File: src/hw/rtl/spfr_pkg.sv
// ---------------------------------------------------------------------------
// spfr_pkg
// Shared types, register indexes and constants for the serial packet frame
// receiver.
// ---------------------------------------------------------------------------
package spfr_pkg;

  // Configuration register indexes
  localparam int CfgAddrWidth = 2;
  typedef enum logic [CfgAddrWidth-1:0] {
    REG_SYNC_BYTE  = 2'd0,
    REG_MIN_LENGTH = 2'd1,
    REG_MAX_LENGTH = 2'd2
  } cfg_reg_t;

  // Register reset values
  localparam logic [7:0] SYNC_RESET = 8'hF0;
  localparam logic [7:0] MIN_RESET  = 8'd5;
  localparam logic [7:0] MAX_RESET  = 8'd250;

  // Frame constants
  localparam logic [7:0] LEN_OVERHEAD = 8'd2;
  localparam logic [7:0] TAG_HEADER   = 8'd4;
  localparam logic [7:0] TAG_CAP      = 8'd100;
  localparam logic [7:0] TAG_BAD      = 8'd2;
  localparam logic [7:0] TAG_EMPTY    = 8'd1;
  // x / 3 == (x * 171) >> 9 for every 8-bit x
  localparam logic [7:0] DIV3_MUL     = 8'd171;
  localparam int         DIV3_SHIFT   = 9;

  // Input item opcodes
  localparam logic OP_BYTE = 1'b0;
  localparam logic OP_ACK  = 1'b1;

  // Stream widths
  localparam int IN_TDATA_W  = 8;
  localparam int IN_TUSER_W  = 2;
  localparam int OUT_TDATA_W = 40;

  // Framing phase
  typedef enum logic [1:0] {
    PH_HUNT    = 2'd0,
    PH_LENGTH  = 2'd1,
    PH_SERIAL  = 2'd2,
    PH_PAYLOAD = 2'd3
  } phase_t;

  typedef struct packed {
    logic [7:0] sync_byte;
    logic [7:0] min_length;
    logic [7:0] max_length;
  } cfg_t;

  typedef struct packed {
    logic       op;
    logic [7:0] data;
    logic       overrun;
  } item_t;

  typedef struct packed {
    logic       store_valid;
    logic [7:0] store_index;
    logic [7:0] store_data;
    logic       packet_ready;
    logic       frame_good;
    logic       frame_end;
    logic       direction;
    logic [7:0] tag_count;
    logic [7:0] serial_number;
    logic       empty_packet;
  } result_t;

endpackage

File: src/hw/rtl/spfr_in_stage.sv
// ---------------------------------------------------------------------------
// spfr_in_stage
// Input register: holds one accepted word until the framer takes it.
// ---------------------------------------------------------------------------
module spfr_in_stage (
  input  logic                                clk,
  input  logic                                rst,
  input  logic                                s_tvalid,
  output logic                                s_tready,
  input  logic [spfr_pkg::IN_TDATA_W-1:0]     s_tdata,  // [7:0] data
  input  logic [spfr_pkg::IN_TUSER_W-1:0]     s_tuser,  // [0] op, [1] overrun
  input  logic                                take,
  output logic                                item_valid,
  output spfr_pkg::item_t                     item
);
  import spfr_pkg::*;

  // free when empty or being drained this cycle
  assign s_tready = !item_valid || take;

  // valid flag
  always_ff @(posedge clk) begin
    if (rst) begin
      item_valid <= 1'b0;
    end else if (s_tvalid && s_tready) begin
      item_valid <= 1'b1;
    end else if (take) begin
      item_valid <= 1'b0;
    end
  end

  // payload
  always_ff @(posedge clk) begin
    if (s_tvalid && s_tready) begin
      item.op      <= s_tuser[0];
      item.data    <= s_tdata;
      item.overrun <= s_tuser[1];
    end
  end

endmodule

File: src/hw/rtl/spfr_framer.sv
// ---------------------------------------------------------------------------
// spfr_framer
// Configuration registers, framing state and the per-word next-state logic.
// ---------------------------------------------------------------------------
module spfr_framer (
  input  logic                                clk,
  input  logic                                rst,
  input  logic                                cfg_we,
  input  logic [spfr_pkg::CfgAddrWidth-1:0]   cfg_addr,
  input  logic [7:0]                          cfg_wdata,
  input  logic                                step,
  input  spfr_pkg::item_t                     item,
  output spfr_pkg::result_t                   result
);
  import spfr_pkg::*;

  cfg_t       cfg;
  phase_t     phase, phase_next;
  logic [7:0] checksum, checksum_next;
  logic [7:0] remaining, remaining_next;
  logic [7:0] write_index, write_index_next;
  logic [7:0] tags, tags_next;
  logic [7:0] serial_reg, serial_reg_next;
  logic       empty_flag, empty_flag_next;
  logic       ready_flag, ready_flag_next;
  logic       dir_flag, dir_flag_next;

  logic [7:0]  tags_sub;
  logic [15:0] div_prod;
  logic [7:0]  tags_val;
  logic [7:0]  rem_dec;
  logic        good, fend;

  // configuration registers
  always_ff @(posedge clk) begin
    if (rst) begin
      cfg.sync_byte  <= SYNC_RESET;
      cfg.min_length <= MIN_RESET;
      cfg.max_length <= MAX_RESET;
    end else if (cfg_we) begin
      case (cfg_reg_t'(cfg_addr))
        REG_SYNC_BYTE:  cfg.sync_byte  <= cfg_wdata;
        REG_MIN_LENGTH: cfg.min_length <= cfg_wdata;
        REG_MAX_LENGTH: cfg.max_length <= cfg_wdata;
        default: ;
      endcase
    end
  end

  // length field minus header, divided by three
  assign tags_sub = tags - TAG_HEADER;
  assign div_prod = tags_sub * DIV3_MUL;
  assign rem_dec  = remaining - 8'd1;

  // next state for one word
  always_comb begin
    phase_next       = phase;
    checksum_next    = checksum;
    remaining_next   = remaining;
    write_index_next = write_index;
    tags_next        = tags;
    serial_reg_next  = serial_reg;
    empty_flag_next  = empty_flag;
    ready_flag_next  = ready_flag;
    dir_flag_next    = dir_flag;
    tags_val         = tags_sub;
    good             = 1'b0;
    fend             = 1'b0;
    result           = '0;

    if (item.op == OP_ACK) begin
      ready_flag_next = 1'b0;
    end else if (!item.overrun && !ready_flag) begin
      result.store_valid = 1'b1;
      result.store_index = write_index;
      result.store_data  = item.data;
      case (phase)
        PH_HUNT: begin
          checksum_next = checksum + item.data;
          if (item.data == cfg.sync_byte) begin
            write_index_next = 8'd1;
            phase_next       = PH_LENGTH;
          end
        end
        PH_LENGTH: begin
          write_index_next = write_index + 8'd1;
          checksum_next    = checksum + item.data;
          tags_next        = item.data;
          if (item.data > cfg.max_length || item.data < cfg.min_length) begin
            write_index_next = '0;
            phase_next       = PH_HUNT;
            checksum_next    = '0;
          end else begin
            remaining_next = item.data - LEN_OVERHEAD;
            phase_next     = PH_SERIAL;
          end
        end
        PH_SERIAL: begin
          write_index_next = write_index + 8'd1;
          checksum_next    = checksum + item.data;
          serial_reg_next  = item.data;
          remaining_next   = rem_dec;
          phase_next       = PH_PAYLOAD;
          empty_flag_next  = (tags_sub == TAG_EMPTY);
          if (tags_sub == TAG_EMPTY) begin
            tags_val = tags_sub;
          end else if (tags_sub == TAG_BAD) begin
            // bad frame: start over
            tags_val         = tags_sub;
            write_index_next = '0;
            phase_next       = PH_HUNT;
            checksum_next    = '0;
          end else begin
            tags_val = {1'b0, div_prod[15:DIV3_SHIFT]};
          end
          tags_next = (tags_val > TAG_CAP) ? TAG_CAP : tags_val;
        end
        default: begin
          remaining_next   = rem_dec;
          write_index_next = write_index + 8'd1;
          if (rem_dec == 8'd0) begin
            // checksum byte closes the frame
            fend = 1'b1;
            if (checksum == item.data) begin
              good            = 1'b1;
              dir_flag_next   = !dir_flag;
              ready_flag_next = 1'b1;
            end
            write_index_next = '0;
            phase_next       = PH_HUNT;
            checksum_next    = '0;
          end else begin
            checksum_next = checksum + item.data;
          end
        end
      endcase
    end

    result.packet_ready  = ready_flag_next;
    result.frame_good    = good;
    result.frame_end     = fend;
    result.direction     = dir_flag_next;
    result.tag_count     = tags_next;
    result.serial_number = serial_reg_next;
    result.empty_packet  = empty_flag_next;
  end

  // state registers
  always_ff @(posedge clk) begin
    if (rst) begin
      phase       <= PH_HUNT;
      checksum    <= '0;
      remaining   <= '0;
      write_index <= '0;
      tags        <= '0;
      serial_reg  <= '0;
      empty_flag  <= 1'b0;
      ready_flag  <= 1'b0;
      dir_flag    <= 1'b0;
    end else if (step) begin
      phase       <= phase_next;
      checksum    <= checksum_next;
      remaining   <= remaining_next;
      write_index <= write_index_next;
      tags        <= tags_next;
      serial_reg  <= serial_reg_next;
      empty_flag  <= empty_flag_next;
      ready_flag  <= ready_flag_next;
      dir_flag    <= dir_flag_next;
    end
  end

endmodule

File: src/hw/rtl/spfr_out_stage.sv
// ---------------------------------------------------------------------------
// spfr_out_stage
// Result register driving the master stream side.
// ---------------------------------------------------------------------------
module spfr_out_stage (
  input  logic                                clk,
  input  logic                                rst,
  input  logic                                load,
  input  spfr_pkg::result_t                   result,
  output logic                                m_tvalid,
  input  logic                                m_tready,
  // [0] store_valid, [8:1] store_index, [16:9] store_data, [17] packet_ready,
  // [18] frame_good, [19] frame_end, [20] direction, [28:21] tag_count,
  // [36:29] serial_number, [37] empty_packet, [39:38] zero
  output logic [spfr_pkg::OUT_TDATA_W-1:0]    m_tdata,
  output logic                                can_load
);
  import spfr_pkg::*;

  result_t held;

  assign can_load = !m_tvalid || m_tready;

  // valid flag
  always_ff @(posedge clk) begin
    if (rst) begin
      m_tvalid <= 1'b0;
    end else if (can_load) begin
      m_tvalid <= load;
    end
  end

  // payload
  always_ff @(posedge clk) begin
    if (load && can_load) begin
      held <= result;
    end
  end

  // pack, first field lowest
  assign m_tdata = {2'b00, held.empty_packet, held.serial_number, held.tag_count,
                    held.direction, held.frame_end, held.frame_good,
                    held.packet_ready, held.store_data, held.store_index,
                    held.store_valid};

endmodule

File: src/hw/rtl/serial_packet_frame_receiver.sv
// ---------------------------------------------------------------------------
// serial_packet_frame_receiver
// Frames packets out of a received serial byte stream.
//
// Slave stream: one word per received byte or acknowledge. tdata carries the
// byte, tuser[0] is the opcode (1 = acknowledge, clears the ready flag) and
// tuser[1] marks an overrun byte, which is dropped.
// Master stream: exactly one result word for each input word, in order.
// Config port: cfg_we / cfg_addr / cfg_wdata write sync byte (0), minimum
// length (1) and maximum length (2); write only while the block is idle.
// Path: an accepted word passes the input register, then framer logic into
// the result register.
// Throughput: one word per cycle unless m_tready stalls; the framing state
// loop is compare/add logic plus an 8x8 multiply for the divide by three.
// Reset (rst, synchronous): stream valids drop, framing state clears and the
// registers return to 0xF0 / 5 / 250.
// A stall on m_tready holds the result register; the input register still
// takes one more word if empty, then s_tready drops until the result is taken.
// ---------------------------------------------------------------------------
module serial_packet_frame_receiver (
  input  logic                                clk,
  input  logic                                rst,
  input  logic                                s_tvalid,
  output logic                                s_tready,
  input  logic [spfr_pkg::IN_TDATA_W-1:0]     s_tdata,  // [7:0] data
  input  logic [spfr_pkg::IN_TUSER_W-1:0]     s_tuser,  // [0] op, [1] overrun
  output logic                                m_tvalid,
  input  logic                                m_tready,
  // [0] store_valid, [8:1] store_index, [16:9] store_data, [17] packet_ready,
  // [18] frame_good, [19] frame_end, [20] direction, [28:21] tag_count,
  // [36:29] serial_number, [37] empty_packet, [39:38] zero
  output logic [spfr_pkg::OUT_TDATA_W-1:0]    m_tdata,
  input  logic                                cfg_we,
  input  logic [spfr_pkg::CfgAddrWidth-1:0]   cfg_addr,
  input  logic [7:0]                          cfg_wdata
);
  import spfr_pkg::*;

  item_t   item;
  result_t result;
  logic    item_valid;
  logic    can_load;
  logic    step;

  // a held word moves on whenever the result register can take it
  assign step = item_valid && can_load;

  spfr_in_stage u_in (
    .clk        (clk),
    .rst        (rst),
    .s_tvalid   (s_tvalid),
    .s_tready   (s_tready),
    .s_tdata    (s_tdata),
    .s_tuser    (s_tuser),
    .take       (step),
    .item_valid (item_valid),
    .item       (item)
  );

  spfr_framer u_framer (
    .clk       (clk),
    .rst       (rst),
    .cfg_we    (cfg_we),
    .cfg_addr  (cfg_addr),
    .cfg_wdata (cfg_wdata),
    .step      (step),
    .item      (item),
    .result    (result)
  );

  spfr_out_stage u_out (
    .clk      (clk),
    .rst      (rst),
    .load     (step),
    .result   (result),
    .m_tvalid (m_tvalid),
    .m_tready (m_tready),
    .m_tdata  (m_tdata),
    .can_load (can_load)
  );

endmodule

File: config.mk
export PLATFORM = sky130hd
export DESIGN_NAME = serial_packet_frame_receiver
export DESIGN_NICKNAME = d
export VERILOG_FILES = /design/src/hw/rtl/spfr_pkg.sv /design/src/hw/rtl/spfr_in_stage.sv /design/src/hw/rtl/spfr_framer.sv /design/src/hw/rtl/spfr_out_stage.sv /design/src/hw/rtl/serial_packet_frame_receiver.sv
export SDC_FILE = /design/constraint.sdc
export NUM_CORES = 1
export LEC_CHECK = 0
export CORE_MARGIN = 2
export CORE_UTILIZATION = 30
export CTS_CLUSTER_DIAMETER = 60
export DETAILED_ROUTE_END_ITERATION = 8
export DONT_BUFFER_PORTS = 1
export SLEW_MARGIN = 0
export SYNTH_ARGS = -nofsm -noshare
export SYNTH_HDL_FRONTEND = slang
export SYNTH_SLANG_ARGS = --single-unit
export TNS_END_PERCENT = 50
File: constraint.sdc
create_clock -name clk -period 16.1 [get_ports clk]
set_clock_uncertainty 0.2 [all_clocks]
set_input_delay 4.83 -clock clk [delete_from_list [all_inputs] [get_ports clk]]
set_output_delay 4.83 -clock clk [all_outputs]
set_load 0.02 [all_outputs]
## Word level (Yosys, flattened, before mapping)

Cells that the tools add are included.

- Register bits: 119
- Bits of input ports: 25
- Output and inout bits: 42
- Logic and storage cells: 127

- Add/subtract/negate cells: 5
- Multiply operators: 1
- Magnitude comparators: 3
- Equality and inequality tests: 10
- Multiplexer cells: 49
- Bitwise gates (word level): 4
- Reductions and logical operators: 28

Operator list:

| kind | number |
|---|---|
| 8-bit two-way mux | 21 |
| 8-bit one-hot mux with 3 select lines | 2 |
| 8-bit one-hot mux with 2 select lines | 2 |
| 1-bit two-way mux | 17 |
| 17-bit two-way mux | 1 |
| 8-bit equality test | 2 |
| 8-bit by 8-bit multiplier with 16-bit output, second input constant | 1 |
| 2-bit two-way mux | 5 |
| 5-bit AND reduction | 2 |
| 8-bit by 1-bit adder with 8-bit output, second input constant | 1 |
| 8-bit adder | 1 |
| 8-bit by 1-bit equality test with 1-bit output, second input constant | 1 |
| 8-bit by 2-bit equality test with 1-bit output, second input constant | 1 |
| 8-bit by 7-bit > comparator with 1-bit output, second input constant | 1 |
| 8-bit > comparator | 1 |
| 8-bit logical NOT | 1 |
| 8-bit less-than comparator | 1 |
| 8-bit by 1-bit subtractor with 8-bit output, second input constant | 1 |
| 8-bit by 2-bit subtractor with 8-bit output, second input constant | 1 |
| 8-bit by 3-bit subtractor with 8-bit output, second input constant | 1 |
| 2-bit one-hot mux with 3 select lines | 1 |
| 2-bit AND reduction | 3 |
| 6-bit OR reduction | 1 |
| 1-bit logical NOT | 5 |
| 15 further kinds | 26 |

## Depth between registers and ports, before layout

- Depth in word-level cells: 12
- Mapped depth: 20
- Depth with buffers taken out: 19

## Modules after synthesis

A second synthesis with hierarchy kept.

- Cells, all modules: 791
- Area total of the unflattened synthesis: 7445.9 um^2

By module, submodules not included:

| module | times used | cells an instance | area an instance (um^2) | seq. area each (um^2) |
|---|---|---|---|---|
| spfr_framer | 1 | 729 | 5869.4 | 1381.3 |
| spfr_out_stage | 1 | 46 | 1214.9 | 1161.1 |
| spfr_in_stage | 1 | 15 | 355.3 | 320.3 |
| serial_packet_frame_receiver | 1 | 1 | 6.3 | 0.0 |

## Worst setup path after synthesis

No wires, ideal clock.

- Path type: in2out
- Start: input m_tready
- End: output s_tready
- Data arrival time: 5.200 ns
- Data required time: 11.070 ns
- Setup slack: 5.870 ns
- Stages: 2
- Buffers on the path: 0
- Path through: nor2b_1 > nand2_1

- Longest elaborated chain between the ends: 3

Ends and longest elaborated chain:

| what | RTL line | text |
|---|---|---|
| start: declaration | serial_packet_frame_receiver.sv:28 | `input logic m_tready,` |
| 1-bit logical OR | spfr_out_stage.sv:22 | `assign can_load = !m_tvalid \|\| m_tready;` |
| 1-bit logical AND | serial_packet_frame_receiver.sv:46 | `assign step = item_valid && can_load;` |
| 1-bit logical OR | spfr_in_stage.sv:19 | `assign s_tready = !item_valid \|\| take;` |
| end: declaration | serial_packet_frame_receiver.sv:24 | `output logic s_tready,` |

Every way passes these cells.

## Final worst setup path

Ends and elaborated chain as after synthesis.

==> results.py <==
metrics = {
    "outcome": {
        "status": "complete, no violations",
    },
    "detailed_routing": {
        "drtPass1Iterations": 5,
        "num_vias": 5286,
        "drcViolationCount": 0,
        "drt-initial-drc-count": 338,
        "vias_per_cell": 4.86,
        "drt_wl_total_mm": 16.3,
        "wl_per_cell_um": 15.0,
        "ant_nets": 0,
    },
    "job": {
        "cap_violations": 0,
    },
    "critical_path": {
        "critPathSlowestCell": "nor2b_1",
        "worstPathCellList": "nor2b_1 -> nand2_1",
        "cp_data_required_time_ps": 11070,
        "crit_type": "input port to primary output",
        "crit_buf_inv": 0,
        "start_kind": "input port",
        "critPathCaptureType": "primary output",
        "critPathTopFamily": "simple AND/OR/NAND/NOR gates",
        "max_stage_delay_ps": 300,
        "critPathArrivalTime_ps": 5380,
        "path_max_fanout": 4,
    },
    "timing": {
        "worst_pin_slew_ps": 1150,
        "tns_ps": 0,
        "relSlewSlack_pct": 22.8,
        "holdWs_ps": 254,
        "rsz0062_at_grt": "false",
        "timing.final.hold_violations": 0,
        "fmax_mhz": 96.0,
        "setup_viol": 0,
        "period_needed_ps": 10410,
        "drv_slew": 0,
        "period_share_pct": 64.7,
    },
    "clock_network": {
        "post_cts_buffers": 0,
        "clock_path_buffers": 2,
        "htreeDepth": 4,
        "cts-resized-gates": 0,
        "clock_latency_ps": 410,
        "cts_tree": "done",
        "ctsHoldBuffers": 0,
        "clockRootBuffer": "clkbuf_16",
        "cts.sinks": 119,
        "clk_pin_slew_worst_paths_ps": 60,
        "cts_buffers": 17,
    },
    "synth": {
        "async_flop_share_pct": 0,
        "yosys_warnings": 0,
        "seq_area_frac_synth_pct": 39.5,
        "synth-edff-count": 48,
        "synth_area_leaders": "edfxtp_1 (20%), dfxtp_1 (20%), ha_1 (13%)",
        "ys_ff_latch": 119,
        "synthFlopType": "dfxtp_1",
        "syn_area_mm2": 0.00725,
        "synth_top_area_share_pct": 19.9,
        "syn-mean-instance-area_um2": 9.51,
        "synth_top_cell_by_area": "edfxtp_1",
        "syn-instance-count": 763,
        "yosysUniqueCellTypes": 66,
    },
    "die": {
        "fp.dieW_um": 160,
        "pin_count": 67,
        "core_area_mm2": 0.0236,
        "rows": 56,
        "start_util_pct": 30.7,
        "die-area_mm2": 0.0254,
        "die_y_um": 160,
    },
    "finish": {
        "drive_gt1_share_pct": 7.42,
        "num_antenna_cells": 0,
        "finalNonFillerCells": 1087,
        "finalNetCount": 868,
        "final_util_pct": 34.6,
        "largest_reg_flops": 38,
        "area_delta_synth_final_pct": 12.6,
        "final_cell_mix": "nor2_1 (76), inv_1 (76), ha_1 (75)",
    },
    "power": {
        "p_leak_nw": 3.41,
        "power_density_mw_per_mm2": 96.9,
        "peakVddDrop_mv": 0.0640,
    },
    "global_route": {
        "antenna_found_initial": 0,
        "overflow": 0,
        "grt_max_degree": 67,
        "grtUsageTotal_pct": 13.1,
        "grt_pass1_vias": 5136,
        "grt_pass1_wl_mm": 26.7,
    },
    "hold_path": {
        "hp-class": "flop to flop",
    },
    "place": {
        "gp_congestion": 0.791,
        "hpwlAfterDp_mm": 11.4,
        "port_buffers": 0,
        "dp_cells": 1055,
    },
}
[Yosys cell counts, types with 9 or more instances]
| cell type | n |
|---|---|
| a211o_1 | 13 |
| a21oi_1 | 38 |
| and2_1 | 24 |
| clkbuf_1 | 27 |
| dfxtp_1 | 71 |
| edfxtp_1 | 48 |
| fa_1 | 13 |
| ha_1 | 75 |
| inv_1 | 76 |
| mux2i_1 | 23 |
| nand2_1 | 57 |
| nand3_1 | 18 |
| nor2_1 | 76 |
| nor2b_1 | 9 |
| nor3_1 | 9 |
| o21ai_0 | 26 |
| xnor2_1 | 14 |
| xor2_1 | 24 |
[where the power goes]
part	leakage [nW]	internal, mW	switching, mW
registers	1.03	0.324	0.0145
clock network	0.295	0.232	0.150
logic	2.09	0.0299	0.0420
[cell families after synthesis]
family	share of synthesized area [%]
buf+inv	5.73
simple gates	15.8
xor+xnor	4.59
mux	4.42
other cells	0.0517
compound gates	13.4
flops	39.5
fa+ha+maj	16.5
[per-layer routing]
| layer | part of all wire [%] | wire length [um] | global-route usage [%] |
|---|---|---|---|
| met1 | 49 | 8070 | 17.4 |
| met2 | 45 | 7370 | 21.4 |
| met3 | 4.6 | 757 | 3.31 |
| met4 | 0.74 | 121 | 2.93 |
| met5 | 0 | 0 | 0 |
[tightest hold or removal path: cells and delay by family, from the launching register on]
kind               cells  cell delay, ps
DFF                    1             310
AOI/OAI and AO/OA      1              50
and+or+nand+nor        1              50
[metrics by stage]
| step | instance area (um2) | setup slack [ps] | power, mW |
|---|---|---|---|
| after floorplan | 7260 | 5870 | 0.400 |
| after global placement | 7570 | 5720 | 0.415 |
| after detailed placement | 7570 | 5700 | 0.416 |
| after CTS | 8170 | 5690 | 0.798 |
| after global routing | 8170 | 5650 | 0.823 |
| final | 8170 | 5690 | 0.792 |
[path summary, 6_finish.rpt]
check                                          start                    to  slack [ps]  cells after the start
worst max register to register      u_framer.tags[2]     u_out.m_tdata[25]        9940                     18
worst min register to register  u_framer.checksum[2]  u_framer.checksum[2]         250                      2
worst max-delay path                        m_tready              s_tready        5690                      2
worst min-delay path            u_framer.checksum[2]  u_framer.checksum[2]         250                      2
[area by class of cell]
type / instances / area (um2)
Fill cell: 2376 / 15400
Multi-Input combinational cell: 537 / 4000
Sequential cell: 119 / 2860
Clock buffer: 17 / 425
Tap cell: 319 / 399
Inverter: 76 / 285
Clock inverter: 15 / 169
Timing Repair Buffer: 4 / 30.0
Power figures use the tool's default switching activity.
